<file path="config.mk">
export PLATFORM = sky130hd
export DESIGN_NAME = audio_rate_divider_select
export DESIGN_NICKNAME = d
export VERILOG_FILES = /design/src/arsel_pkg.sv /design/src/audio_rate_divider_select.sv /design/src/arsel_div.sv
export VERILOG_INCLUDE_DIRS = /design/src /design/src/src
export SDC_FILE = /design/constraint.sdc
export NUM_CORES = 2
export LEC_CHECK = 0
export ABC_AREA = 1
export BUFFER_PORTS_ARGS = -buffer_cell sky130_fd_sc_hd__buf_2
export CORE_ASPECT_RATIO = 1.5
export CORE_UTILIZATION = 58
export CTS_CLUSTER_DIAMETER = 80
export DETAILED_ROUTE_END_ITERATION = 12
export HOLD_SLACK_MARGIN = 0.08
export PLACE_DENSITY = 0.77
export REMOVE_ABC_BUFFERS = 1
export SLEW_MARGIN = 0
export SYNTH_ARGS = -nofsm -noshare
export SYNTH_HDL_FRONTEND = slang
export SYNTH_SLANG_ARGS = --single-unit
</file>
<file path="constraint.sdc">
create_clock -name clk_i -period 81.8 [get_ports clk_i]
set_input_delay 8.18 -clock clk_i [delete_from_list [all_inputs] [get_ports clk_i]]
set_output_delay 8.18 -clock clk_i [all_outputs]
set_load 0.005 [all_outputs]
</file>
<file path="src/assert_macros.svh">
// Assertion macros shared by the rate divider select block
`ifndef ASSERT_MACROS_SVH
`define ASSERT_MACROS_SVH

// Clocked assertion with asynchronous active-low reset disable
`define ARSEL_ASSERT(lbl, clk, rst_n, prop) \
  lbl: assert property (@(posedge clk) disable iff (!rst_n) prop) \
    else $error("arsel assertion failed");

// Implication form: antecedent must be followed by consequent in the next cycle
`define ARSEL_ASSERT_NEXT(lbl, clk, rst_n, ante, cons) \
  lbl: assert property (@(posedge clk) disable iff (!rst_n) (ante) |=> (cons)) \
    else $error("arsel next-cycle assertion failed");

`endif

</file>
<file path="src/arsel_pkg.sv">
// Constants and shared types of the rate divider select block
package arsel_pkg;

  localparam int unsigned ReqW  = 24;
  localparam int unsigned RateW = 16;
  localparam int unsigned ClkW  = 20;
  localparam int unsigned DivW  = 8;
  localparam int unsigned FNumW = 28;
  localparam int unsigned FDenW = 25;

  localparam logic [RateW-1:0] RateMin     = 16'd4000;
  localparam logic [RateW-1:0] RateMax     = 16'd48000;
  localparam logic [RateW-1:0] LegacySplit = 16'd22000;

  localparam logic [ClkW-1:0] ClkPreciseA = 20'd793800;
  localparam logic [ClkW-1:0] ClkPreciseB = 20'd768000;
  localparam logic [ClkW-1:0] ClkLegacyHi = 20'd795444;
  localparam logic [ClkW-1:0] ClkLegacyLo = 20'd397722;

  // 7160000 * 20 over 8 * 82 * rate
  localparam logic [FNumW-1:0] FilterNum = 28'd143200000;
  localparam logic [9:0]       FilterMul = 10'd656;

  localparam logic [DivW-1:0] CodeBaseLo = 8'd128;

  // Pipeline control handed to each divider stage chain
  typedef struct packed {
    logic en;   // global advance
    logic vld;  // item enters this cycle
  } pipe_ctl_t;

endpackage

</file>
<file path="src/audio_rate_divider_select.sv">
// Top level of the sample rate divider select pipeline
// Each requested rate is clamped to 4000..48000 Hz and turned into the achieved rate,
// the sample clock divider byte and the filter divider byte. The block is a fully
// pipelined datapath: one transaction enters every cycle unless the output stalls,
// and passes the input register, 8 stages of the rounded divider, 16 stages of the
// rate divider, a select and a multiply stage, 8 stages of the filter divider and the
// output register; each divider stage resolves one quotient bit. A stall on the master
// side freezes the whole pipeline. The mode register is written through cfg_valid_i /
// cfg_data_i and must be changed only while no transaction is in flight.
`include "assert_macros.svh"

module audio_rate_divider_select (
  input  logic        clk_i,
  input  logic        rst_ni,
  input  logic        cfg_valid_i,
  output logic        cfg_ready_o,
  input  logic [0:0]  cfg_data_i,    // [0] precise_rate_mode
  input  logic        s_tvalid,
  output logic        s_tready,
  input  logic [23:0] s_tdata,       // [23:0] requested_rate
  output logic        m_tvalid,
  input  logic        m_tready,
  output logic [31:0] m_tdata        // [15:0] actual_rate, [23:16] sample_divider_byte,
                                     // [31:24] filter_divider_byte
);

  localparam int unsigned RateW = arsel_pkg::RateW;
  localparam int unsigned ClkW  = arsel_pkg::ClkW;
  localparam int unsigned DivW  = arsel_pkg::DivW;

  logic mode_q;
  logic pipe_en;
  arsel_pkg::pipe_ctl_t ctl1, ctl2, ctl3;

  // mode register
  assign cfg_ready_o = 1'b1;
  always_ff @(posedge clk_i or negedge rst_ni) begin
    if (!rst_ni) begin
      mode_q <= 1'b0;
    end else if (cfg_valid_i) begin
      mode_q <= cfg_data_i[0];
    end
  end

  // whole pipeline advances unless the output is held
  assign pipe_en  = !m_tvalid || m_tready;
  assign s_tready = pipe_en;

  // input register
  logic                       s0_vld_q;
  logic [arsel_pkg::ReqW-1:0] s0_req_q;
  always_ff @(posedge clk_i or negedge rst_ni) begin
    if (!rst_ni) begin
      s0_vld_q <= 1'b0;
    end else if (pipe_en) begin
      s0_vld_q <= s_tvalid;
    end
  end
  always_ff @(posedge clk_i) begin
    if (pipe_en) s0_req_q <= s_tdata;
  end

  // clamp and rounded numerators
  logic [RateW-1:0] rate;
  logic             hi_rng;
  logic [ClkW-1:0]  clk_a;
  logic [ClkW-1:0]  num_a, num_b;
  always_comb begin
    if (s0_req_q < arsel_pkg::ReqW'(arsel_pkg::RateMin)) rate = arsel_pkg::RateMin;
    else if (s0_req_q > arsel_pkg::ReqW'(arsel_pkg::RateMax)) rate = arsel_pkg::RateMax;
    else rate = s0_req_q[RateW-1:0];
    hi_rng = (rate > arsel_pkg::LegacySplit);
    if (mode_q) clk_a = arsel_pkg::ClkPreciseA;
    else if (hi_rng) clk_a = arsel_pkg::ClkLegacyHi;
    else clk_a = arsel_pkg::ClkLegacyLo;
    num_a = clk_a + ClkW'(rate >> 1);
    num_b = arsel_pkg::ClkPreciseB + ClkW'(rate >> 1);
  end

  assign ctl1 = '{en: pipe_en, vld: s0_vld_q};

  // divider selection: clock / rate, rounded
  logic                v1a, v1b;
  logic [DivW-1:0]     d_a, d_b;
  logic [ClkW:0]       side1a;
  logic [RateW:0]      side1b;
  arsel_div #(.NW(ClkW), .DW(RateW), .QW(DivW), .SW(ClkW + 1)) u_div_rnd_a (
    .clk_i, .rst_ni, .ctl_i(ctl1), .num_i(num_a), .den_i(rate),
    .side_i({hi_rng & ~mode_q, clk_a}), .vld_o(v1a), .quo_o(d_a), .side_o(side1a)
  );
  arsel_div #(.NW(ClkW), .DW(RateW), .QW(DivW), .SW(RateW + 1)) u_div_rnd_b (
    .clk_i, .rst_ni, .ctl_i(ctl1), .num_i(num_b), .den_i(rate),
    .side_i({mode_q, rate}), .vld_o(v1b), .quo_o(d_b), .side_o(side1b)
  );

  // divider codes, low 8 bits
  logic [DivW-1:0] code_a, code_b;
  assign code_a = side1a[ClkW] ? (DivW'(0) - d_a) : (arsel_pkg::CodeBaseLo - d_a);
  assign code_b = DivW'(0) - d_b;

  assign ctl2 = '{en: pipe_en, vld: v1a & v1b};

  // achieved rate: clock / divider
  logic                     v2a, v2b;
  logic [RateW-1:0]         r_a, r_b;
  logic [DivW-1:0]          side2a;
  logic [DivW+RateW:0]      side2b;
  arsel_div #(.NW(ClkW), .DW(DivW), .QW(RateW), .SW(DivW)) u_div_rate_a (
    .clk_i, .rst_ni, .ctl_i(ctl2), .num_i(side1a[ClkW-1:0]), .den_i(d_a),
    .side_i(code_a), .vld_o(v2a), .quo_o(r_a), .side_o(side2a)
  );
  arsel_div #(.NW(ClkW), .DW(DivW), .QW(RateW), .SW(DivW + RateW + 1)) u_div_rate_b (
    .clk_i, .rst_ni, .ctl_i(ctl2), .num_i(arsel_pkg::ClkPreciseB), .den_i(d_b),
    .side_i({code_b, side1b}), .vld_o(v2b), .quo_o(r_b), .side_o(side2b)
  );

  // pick the closer candidate; ties go to candidate b, legacy mode always takes candidate a
  logic [RateW-1:0] req2, diff_a, diff_b;
  logic             sel_a;
  always_comb begin
    req2   = side2b[RateW-1:0];
    diff_a = (r_a > req2) ? (r_a - req2) : (req2 - r_a);
    diff_b = (r_b > req2) ? (r_b - req2) : (req2 - r_b);
    sel_a  = !side2b[RateW] || (diff_a < diff_b);
  end

  logic             s2_vld_q;
  logic [RateW-1:0] s2_rate_q;
  logic [DivW-1:0]  s2_code_q;
  always_ff @(posedge clk_i or negedge rst_ni) begin
    if (!rst_ni) begin
      s2_vld_q <= 1'b0;
    end else if (pipe_en) begin
      s2_vld_q <= v2a & v2b;
    end
  end
  always_ff @(posedge clk_i) begin
    if (pipe_en) begin
      s2_rate_q <= sel_a ? r_a : r_b;
      s2_code_q <= sel_a ? side2a : side2b[DivW+RateW:RateW+1];
    end
  end

  // filter divisor: 656 * rate
  logic                        s3_vld_q;
  logic [RateW-1:0]            s3_rate_q;
  logic [DivW-1:0]             s3_code_q;
  logic [arsel_pkg::FDenW-1:0] s3_den_q;
  always_ff @(posedge clk_i or negedge rst_ni) begin
    if (!rst_ni) begin
      s3_vld_q <= 1'b0;
    end else if (pipe_en) begin
      s3_vld_q <= s2_vld_q;
    end
  end
  always_ff @(posedge clk_i) begin
    if (pipe_en) begin
      s3_rate_q <= s2_rate_q;
      s3_code_q <= s2_code_q;
      s3_den_q  <= arsel_pkg::FDenW'(s2_rate_q) * arsel_pkg::FDenW'(arsel_pkg::FilterMul);
    end
  end

  assign ctl3 = '{en: pipe_en, vld: s3_vld_q};

  // filter quotient
  logic                  v3;
  logic [DivW-1:0]       fq;
  logic [DivW+RateW-1:0] side3;
  arsel_div #(.NW(arsel_pkg::FNumW), .DW(arsel_pkg::FDenW), .QW(DivW),
              .SW(DivW + RateW)) u_div_filt (
    .clk_i, .rst_ni, .ctl_i(ctl3), .num_i(arsel_pkg::FilterNum), .den_i(s3_den_q),
    .side_i({s3_code_q, s3_rate_q}), .vld_o(v3), .quo_o(fq), .side_o(side3)
  );

  // output register
  logic        out_vld_q;
  logic [31:0] out_data_q;
  always_ff @(posedge clk_i or negedge rst_ni) begin
    if (!rst_ni) begin
      out_vld_q <= 1'b0;
    end else if (pipe_en) begin
      out_vld_q <= v3;
    end
  end
  always_ff @(posedge clk_i) begin
    if (pipe_en) out_data_q <= {DivW'(0) - fq, side3};
  end

  assign m_tvalid = out_vld_q;
  assign m_tdata  = out_data_q;

  // checks
  `ARSEL_ASSERT_NEXT(a_stall_holds_input, clk_i, rst_ni, !pipe_en, $stable(s0_vld_q))
  `ARSEL_ASSERT(a_rate_range, clk_i, rst_ni,
    m_tvalid |-> (m_tdata[15:0] >= 16'd3900 && m_tdata[15:0] <= 16'd49800))
  `ARSEL_ASSERT(a_filter_range, clk_i, rst_ni,
    m_tvalid |-> (m_tdata[31:24] >= 8'd200 && m_tdata[31:24] <= 8'd252))

endmodule

</file>
<file path="src/arsel_div.sv">
// Pipelined restoring divider, one quotient bit per register stage
module arsel_div #(
  parameter int unsigned NW = 20,
  parameter int unsigned DW = 16,
  parameter int unsigned QW = 8,
  parameter int unsigned SW = 1
) (
  input  logic               clk_i,
  input  logic               rst_ni,
  input  arsel_pkg::pipe_ctl_t ctl_i,
  input  logic [NW-1:0]      num_i,
  input  logic [DW-1:0]      den_i,
  input  logic [SW-1:0]      side_i,
  output logic               vld_o,
  output logic [QW-1:0]      quo_o,
  output logic [SW-1:0]      side_o
);

  localparam int unsigned CW = NW + DW + QW;

  logic [QW-1:0] vld_q;
  logic [NW-1:0] rem_q  [QW];
  logic [DW-1:0] den_q  [QW];
  logic [QW-1:0] quo_q  [QW];
  logic [SW-1:0] side_q [QW];

  for (genvar k = 0; k < QW; k++) begin : g_stage
    localparam int unsigned Bit = QW - 1 - k;
    logic          vld_in;
    logic [NW-1:0] rem_in;
    logic [DW-1:0] den_in;
    logic [QW-1:0] quo_in;
    logic [SW-1:0] side_in;
    logic [CW-1:0] rem_x;
    logic [CW-1:0] sub_x;
    logic          take;
    logic [NW-1:0] rem_d;
    logic [QW-1:0] quo_d;

    if (k == 0) begin : g_first
      assign vld_in  = ctl_i.vld;
      assign rem_in  = num_i;
      assign den_in  = den_i;
      assign quo_in  = '0;
      assign side_in = side_i;
    end else begin : g_next
      assign vld_in  = vld_q[k-1];
      assign rem_in  = rem_q[k-1];
      assign den_in  = den_q[k-1];
      assign quo_in  = quo_q[k-1];
      assign side_in = side_q[k-1];
    end

    // trial subtract of the shifted divisor
    always_comb begin
      rem_x = CW'(rem_in);
      sub_x = CW'(den_in) << Bit;
      take  = (rem_x >= sub_x);
      rem_d = take ? NW'(rem_x - sub_x) : rem_in;
      quo_d = take ? (quo_in | (QW'(1) << Bit)) : quo_in;
    end

    always_ff @(posedge clk_i or negedge rst_ni) begin
      if (!rst_ni) begin
        vld_q[k] <= 1'b0;
      end else if (ctl_i.en) begin
        vld_q[k] <= vld_in;
      end
    end

    always_ff @(posedge clk_i) begin
      if (ctl_i.en) begin
        rem_q[k]  <= rem_d;
        den_q[k]  <= den_in;
        quo_q[k]  <= quo_d;
        side_q[k] <= side_in;
      end
    end
  end

  assign vld_o  = vld_q[QW-1];
  assign quo_o  = quo_q[QW-1];
  assign side_o = side_q[QW-1];

endmodule

</file>
# Word-level counts from Yosys, hierarchy flattened

Memories as Yosys holds them, arrays and structs flattened. A register that Yosys moved wholly into a read port is not among the register bits.
Cells that the tools add are included.

Output and inout port bits: 35
Bits in writable memories: 3,624
Memories: 20
Register bits: 162
Input port bits: 30

Bitwise operators: 2
Multiplexer cells: 123
Add/subtract/negate cells: 66
Magnitude comparators: 62
$mul: 1
Reduce and logical (&&, ||, !) cells: 4

Memory list:

| name                | depth | width | read ports | clocked after Yosys merged registers in | wr ports | RTL line        | source |
|---|---|---|---|---|---|---|---|
| u_div_rate_b.side_q | 16    | 25    | 16         | 0                                       | 16       | arsel_div.sv:25 | `logic [SW-1:0] side_q [QW];` |
| u_div_rate_a.rem_q  | 16    | 20    | 15         | 0                                       | 16       | arsel_div.sv:22 | `logic [NW-1:0] rem_q [QW];` |
| u_div_rate_b.rem_q  | 16    | 20    | 15         | 0                                       | 16       | arsel_div.sv:22 |  |
| u_div_rate_a.quo_q  | 16    | 16    | 16         | 0                                       | 16       | arsel_div.sv:24 | `logic [QW-1:0] quo_q [QW];` |
| u_div_rate_b.quo_q  | 16    | 16    | 16         | 0                                       | 16       | arsel_div.sv:24 |  |
| u_div_filt.rem_q    | 8     | 28    | 7          | 0                                       | 8        | arsel_div.sv:22 |  |
| 14 more memories    | -     | -     | -          | -                                       | -        | -               |  |

Operators with widths:

| operator                       | number |
|---|---|
| 2-to-1 mux 20 bit              | 50 |
| subtractor 20 bit              | 15 |
| 2-to-1 mux 28 bit              | 8 |
| 2-to-1 mux 16 bit              | 7 |
| subtractor 28 bit              | 4 |
| >= comparator 20 x 22 -> 1 bit | 4 |
| >= comparator 20 x 21 -> 1 bit | 4 |
| >= comparator 20 x 16 -> 1 bit | 4 |
| >= comparator 20 x 17 -> 1 bit | 4 |
| >= comparator 20 x 18 -> 1 bit | 4 |
| >= comparator 20 x 19 -> 1 bit | 4 |
| >= comparator 20 bit           | 4 |
| subtractor 20 x 16 -> 20 bit   | 4 |
| subtractor 20 x 17 -> 20 bit   | 4 |
| subtractor 20 x 18 -> 20 bit   | 4 |
| subtractor 20 x 19 -> 20 bit   | 4 |
| >= comparator 20 x 23 -> 1 bit | 3 |
| subtractor 16 bit              | 4 |
| 2-to-1 mux 8 bit               | 7 |
| >= comparator 20 x 10 -> 1 bit | 2 |
| >= comparator 20 x 11 -> 1 bit | 2 |
| >= comparator 20 x 12 -> 1 bit | 2 |
| >= comparator 20 x 13 -> 1 bit | 2 |
| >= comparator 20 x 14 -> 1 bit | 2 |
| 53 further kinds               | 106 |

# Logic depth before layout (Yosys ltp)

Word-level depth: 9
Gate-level depth with buffers: 42
Mapped depth without buffers: 40

# Cells and area by module

From an unflattened synthesis, not the netlist that was laid out.

Cell total of the unflattened synthesis: 15,794
Area total of the unflattened synthesis: 163,011.3 um^2

By module, submodules not included:

| module                    | area each (um^2) | seq. area each (um^2) | cells an instance | times used |
|---|---|---|---|---|
| arsel_div at u_div_rate_b | 40,084.7         | 29,107.9              | 3,134             | 1 |
| arsel_div at u_div_filt   | 34,589.4         | 18,187.4              | 4,016             | 1 |
| arsel_div at u_div_rate_a | 31,994.4         | 20,940.1              | 2,870             | 1 |
| arsel_div at u_div_rnd_a  | 23,114.7         | 13,893.3              | 2,241             | 1 |
| arsel_div at u_div_rnd_b  | 22,153.7         | 12,932.4              | 2,209             | 1 |
| audio_rate_divider_select | 11,074.4         | 3,788.6               | 1,324             | 1 |

# Least setup slack after synthesis

Ideal clock, no wire load.

Kind: input to output
Start: input m_tready
End: output s_tready
Path slack: -3.043 ns
Data arrival time: 76.663 ns
Stages: 4
Cells stage by stage: inv_1 nand2_1 clkbuf_1 clkbuf_1

Longest elaborated chain between the ends: 1

Ends and longest elaborated chain:

| item             | RTL line                        | source |
|---|---|---|
| from (decl)      | audio_rate_divider_select.sv:22 | `input logic m_tready,` |
| logical OR 1 bit | audio_rate_divider_select.sv:46 | `assign pipe_en = !m_tvalid \|\| m_tready;` |
| to (decl)        | audio_rate_divider_select.sv:19 | `output logic s_tready,` |

No other way between the ends.

# Worst setup path after layout

Ends and elaborated chain as after synthesis.

==> results.txt <==
----------------------------------------------------
[Status]
  Result of the run ... finished, final reports clean

[Clock tree]
  Post-CTS setup-driven buffer insertion count ... 0
  CTS max path bufs ... 4
  Number of sinks on the clock net ... 2566
  Clk pin slew, worst setup/hold paths ... 60 ps
  Hold-fix buffers at CTS ... 0
  Worst skew pair latency ... 880 ps
  H-tree depth ... 4
  Number of CTS-inserted buffers ... 236
  Root cell of the clock tree ... sky130_fd_sc_hd__clkbuf_16
  CTS-repair resized insts ... 0
  TritonCTS clock tree ... done

[Synthesis]
  Dominant combinational cell family by area after synthesis ... simple AND/OR/NAND/NOR gates
  Area fraction in and, or, nand and nor cells after synthesis ... 11.16%
  Compound-Gate Fraction of Synth Area ... 7.803%
  Adder and majority cell fraction of the synthesized area ... 8.839%
  Mapped Area ... 121500 µm²
  Flop and latch count out of synthesis ... 2566
  Commonest register cell after synthesis ... sky130_fd_sc_hd__edfxtp_1
  Count of mapped cells out of synthesis ... 10400
  Xor/xnor share of the synthesized area ... 4.210%
  Main area contributors after synthesis ... sky130_fd_sc_hd__edfxtp_1 63%, sky130_fd_sc_hd__ha_1 7.8%, sky130_fd_sc_hd__nand2_1 5.5%
  Mux cell area share after synthesis ... 0.09165%
  Number of warnings issued by yosys ... 0
  Synthesized area per cell ... 11.68 µm²
  Most area-hungry cell type in the Yosys netlist ... sky130_fd_sc_hd__edfxtp_1
  Count of distinct cell types in the synthesized netlist ... 75
  Sequential cell area fraction in the yosys report ... 63.26%
  Share of flip-flops with an asynchronous set or reset after synthesis ... 1.442%
  Post-synth EDFFs ... 2529
  Synth top area share ... 62.50%

[Floorplan]
  Vertical die dimension ... 562.6 µm
  Starting density of the core ... 58.41%
  Die X-Extent ... 375.7 µm
  Core ar. ... 208000 µm²
  Ports ... 65
  Row count ... 205
  Overall die area ... 211400 µm²

[Setup path]
  Delay of the slowest critical-path stage ... 200 ps
  Kind of cell with the highest combined delay on the critical path ... buffers and inverters
  Cells on worst reg2reg path ... 8
  Data arrival time at the worst-slack endpoint ... 8760 ps
  Critical path buffers and inverters ... 3
  CP cell instances ... buf_2 -> inv_1 -> nand2_4 -> buf_2
  Critical Path Source Type ... input pin
  Slowest library cell on the worst path ... sky130_fd_sc_hd__buf_2
  Worst flop-to-flop path endpoint ... u_div_filt.rem_q[3][27]
  Number of cells on the critical path ... 4
  Critical path data required time ... 73620 ps
  Startpoint of the most critical register-to-register path ... m_tvalid
  Origin of the worst setup path ... m_tready
  Element type at the critical path end ... primary output
  Critical path fanouts, max ... 4
  Crit path to ... s_tready
  Most prevalent standard cell on the critical path ... sky130_fd_sc_hd__buf_2
  Critical path class ... input pin to primary output
  Slack of the worst reg-to-reg path ... 74710 ps

[GRT]
  GRT overflow ... 0
  Initial antenna violation count ... 3
  GR Util All Layers ... 25.09%
  Global-route wire length before repair ... 410.8 mm
  Vias in the first global route ... 77470
  Maximum number of pins on one net before global-route repair ... 191

[STA]
  Remaining max-slew budget at the tightest pin ... 22.16%
  Setup TNS ... 0 ps
  Number of failing hold endpoints at the final stage ... 0
  Timing-limited maximum frequency ... 0.05902 GHz
  Final setup skew ... 65.06 ps
  Final period util ... 20.71%
  Tmin final ... 16940 ps
  Final Max Slew Viols ... 0
  Final setup violating endpoints ... 0
  Unrepaired setup endpoints after global routing ... false
  Slew at the pin closest to its max-slew limit ... 1166 ps

[Finish]
  Layout area overhead ... 9.315%
  Combined flip-flop and latch cell area ... 76870 µm²
  Area of the multi-input gates ... 39030 µm²
  Fin nets ... 11480
  Fraction of layout instances using a drive strength above 1 ... 5.408%
  Count of placed standard cells in the final layout, fillers left out ... 13610
  Count of fill cells added during filler insertion ... 15420

[Hold path]
  Worst hold stages ... 0
  Path class of the lowest-slack min-delay path ... register to register

[Placement]
  I/O Buffers ... 63
  Routability congestion estimate from global placement ... 1.008
  Number of placed instances with taps included ... 13190
  Post-detail-place hpwl ... 196.5 mm

[Routing]
  Vias after detailed routing ... 75700
  Number of design rule violations left after detail routing ... 0
  Total iterations of the first detailed-routing run ... 7
  Mean routed wirelength per cell ... 19.47 µm
  Post-detailed-routing wire length ... 265.1 mm
  Number of DRC violations after detailed-routing iteration 0 ... 4787
  Detailed-route vias per instance ... 5.560
  Number of nets with antenna violations after detailed routing ... 0

[Job]
  Max capacitance violation total ... 0

----------------------------------------------------
==> synth_stat cells, types with 37 or more instances <==
master,count
sky130_fd_sc_hd__nand3_1,337
sky130_fd_sc_hd__o21bai_1,39
sky130_fd_sc_hd__fa_1,64
sky130_fd_sc_hd__a21o_1,46
sky130_fd_sc_hd__clkbuf_1,38
sky130_fd_sc_hd__buf_2,56
sky130_fd_sc_hd__dfrtp_1,37
sky130_fd_sc_hd__or2_2,55
sky130_fd_sc_hd__edfxtp_1,2529
sky130_fd_sc_hd__o21ai_0,660
sky130_fd_sc_hd__nand2_1,1778
sky130_fd_sc_hd__nor3_1,133
sky130_fd_sc_hd__a31oi_1,61
sky130_fd_sc_hd__o21ai_1,40
sky130_fd_sc_hd__inv_1,1330
sky130_fd_sc_hd__nand4_1,85
sky130_fd_sc_hd__xor2_1,325
sky130_fd_sc_hd__xnor2_1,259
sky130_fd_sc_hd__ha_1,756
sky130_fd_sc_hd__nor2_1,703
sky130_fd_sc_hd__a21oi_1,699
sky130_fd_sc_hd__nor4_1,61
==> logic make-up (layout without fill, tap and decap cells) <==
kind of cell	after synthesis	count (layout)
xor gates and xnor gates	584	584
and+or+nand+nor	3230	3230
DFF	2566	2566
muxes	10	10
other	1	4
adders and majority gates	820	820
buffers and inverters	1463	1878
AOI/OAI and AO/OA	1728	1728
==> layout by cell type (no fill, tap or decap), types with 55 or more instances in the layout <==
cell	instances
sky130_fd_sc_hd__buf_2	63
sky130_fd_sc_hd__o21ai_0	660
sky130_fd_sc_hd__edfxtp_1	2529
sky130_fd_sc_hd__xor2_1	325
sky130_fd_sc_hd__nand4_1	85
sky130_fd_sc_hd__nand3_1	336
sky130_fd_sc_hd__inv_1	1330
sky130_fd_sc_hd__a31oi_1	61
sky130_fd_sc_hd__nor2_1	703
sky130_fd_sc_hd__a21oi_1	699
sky130_fd_sc_hd__ha_1	756
sky130_fd_sc_hd__fa_1	64
sky130_fd_sc_hd__nor3_1	133
sky130_fd_sc_hd__nor4_1	61
sky130_fd_sc_hd__nand2_1	1777
sky130_fd_sc_hd__clkbuf_16	238
sky130_fd_sc_hd__or2_2	55
sky130_fd_sc_hd__xnor2_1	259
==> worst reg2reg max path, cell delays in order (launching register included) <==
cell and delay [ps]:
sky130_fd_sc_hd__dfrtp_1 410, sky130_fd_sc_hd__nand2_4 260, sky130_fd_sc_hd__buf_4 780, sky130_fd_sc_hd__buf_4 750, sky130_fd_sc_hd__buf_4 810, sky130_fd_sc_hd__buf_4 880, sky130_fd_sc_hd__buf_4 930, sky130_fd_sc_hd__buf_4 890
sky130_fd_sc_hd__buf_4 900
==> worst min-delay path by stage <==
stage | slack, ps | from | to
floorplan | 400 | u_div_filt.side_q[7][0] | m_tdata[0]
global placement | 400 | u_div_rate_b.side_q[11][22] | u_div_rate_b.side_q[12][22]
detailed placement | 400 | u_div_filt.quo_q[0][21] | u_div_filt.quo_q[0][29]
CTS | 400 | u_div_rate_b.side_q[9][16] | u_div_rate_b.side_q[10][16]
global route | 400 | u_div_rate_b.side_q[4][11] | u_div_rate_b.side_q[5][11]
finish | 390 | u_div_rate_b.side_q[9][16] | u_div_rate_b.side_q[10][16]
==> per-stage QoR <==
step	setup slack, ps	hold WS [ps]	utilization, %	area [µm²]
after floorplan	11370	400.3	-	121000
after global placement	64800	400.3	60.16	125100
after detailed placement	64820	404.5	60.16	125100
after CTS	64820	398.3	63.85	132800
after global routing	64820	395.4	63.85	132800
final	64860	389.0	63.85	132800
==> final cells by class <==
type                    count  share of cell area [%]
repair buffers            101                  0.4993
inverters                1351                   3.818
diodes                      3                0.005652
well taps                2794                   2.632
clock buffers             268                   4.569
multi-input cells        6373                   29.39
flip-flops and latches   2566                   57.87
clock inverters           158                   1.216
==> state kept, by name, summed over array words and instances, names as in the netlist, 128 cells and up <==
| name | flops |
|---|---|
| u_div_rate_b.rem_q | 180 |
| u_div_rate_a.side_q | 128 |
| u_div_rate_a.rem_q | 230 |
| u_div_rate_b.side_q | 392 |
| u_div_rate_b.quo_q | 136 |
| u_div_filt.rem_q | 140 |
| u_div_filt.side_q | 192 |
| u_div_rate_a.quo_q | 136 |
| u_div_rnd_a.rem_q | 136 |
==> layer usage <==
metal  routed length [µm]  global-route usage (%)  up-vias  share of wire, %
met5                    0                       0        -                 0
met4                21520                   18.13        0               8.1
met3                 8940                   2.845      835               3.4
met2               146100                   49.18     1971                55
met1                88480                   23.62    36130                33
li1                     -                       -    36770                 -
Power is not shown: default switching activity piles up to over one toggle a cycle in this logic, so the estimate is an artifact.
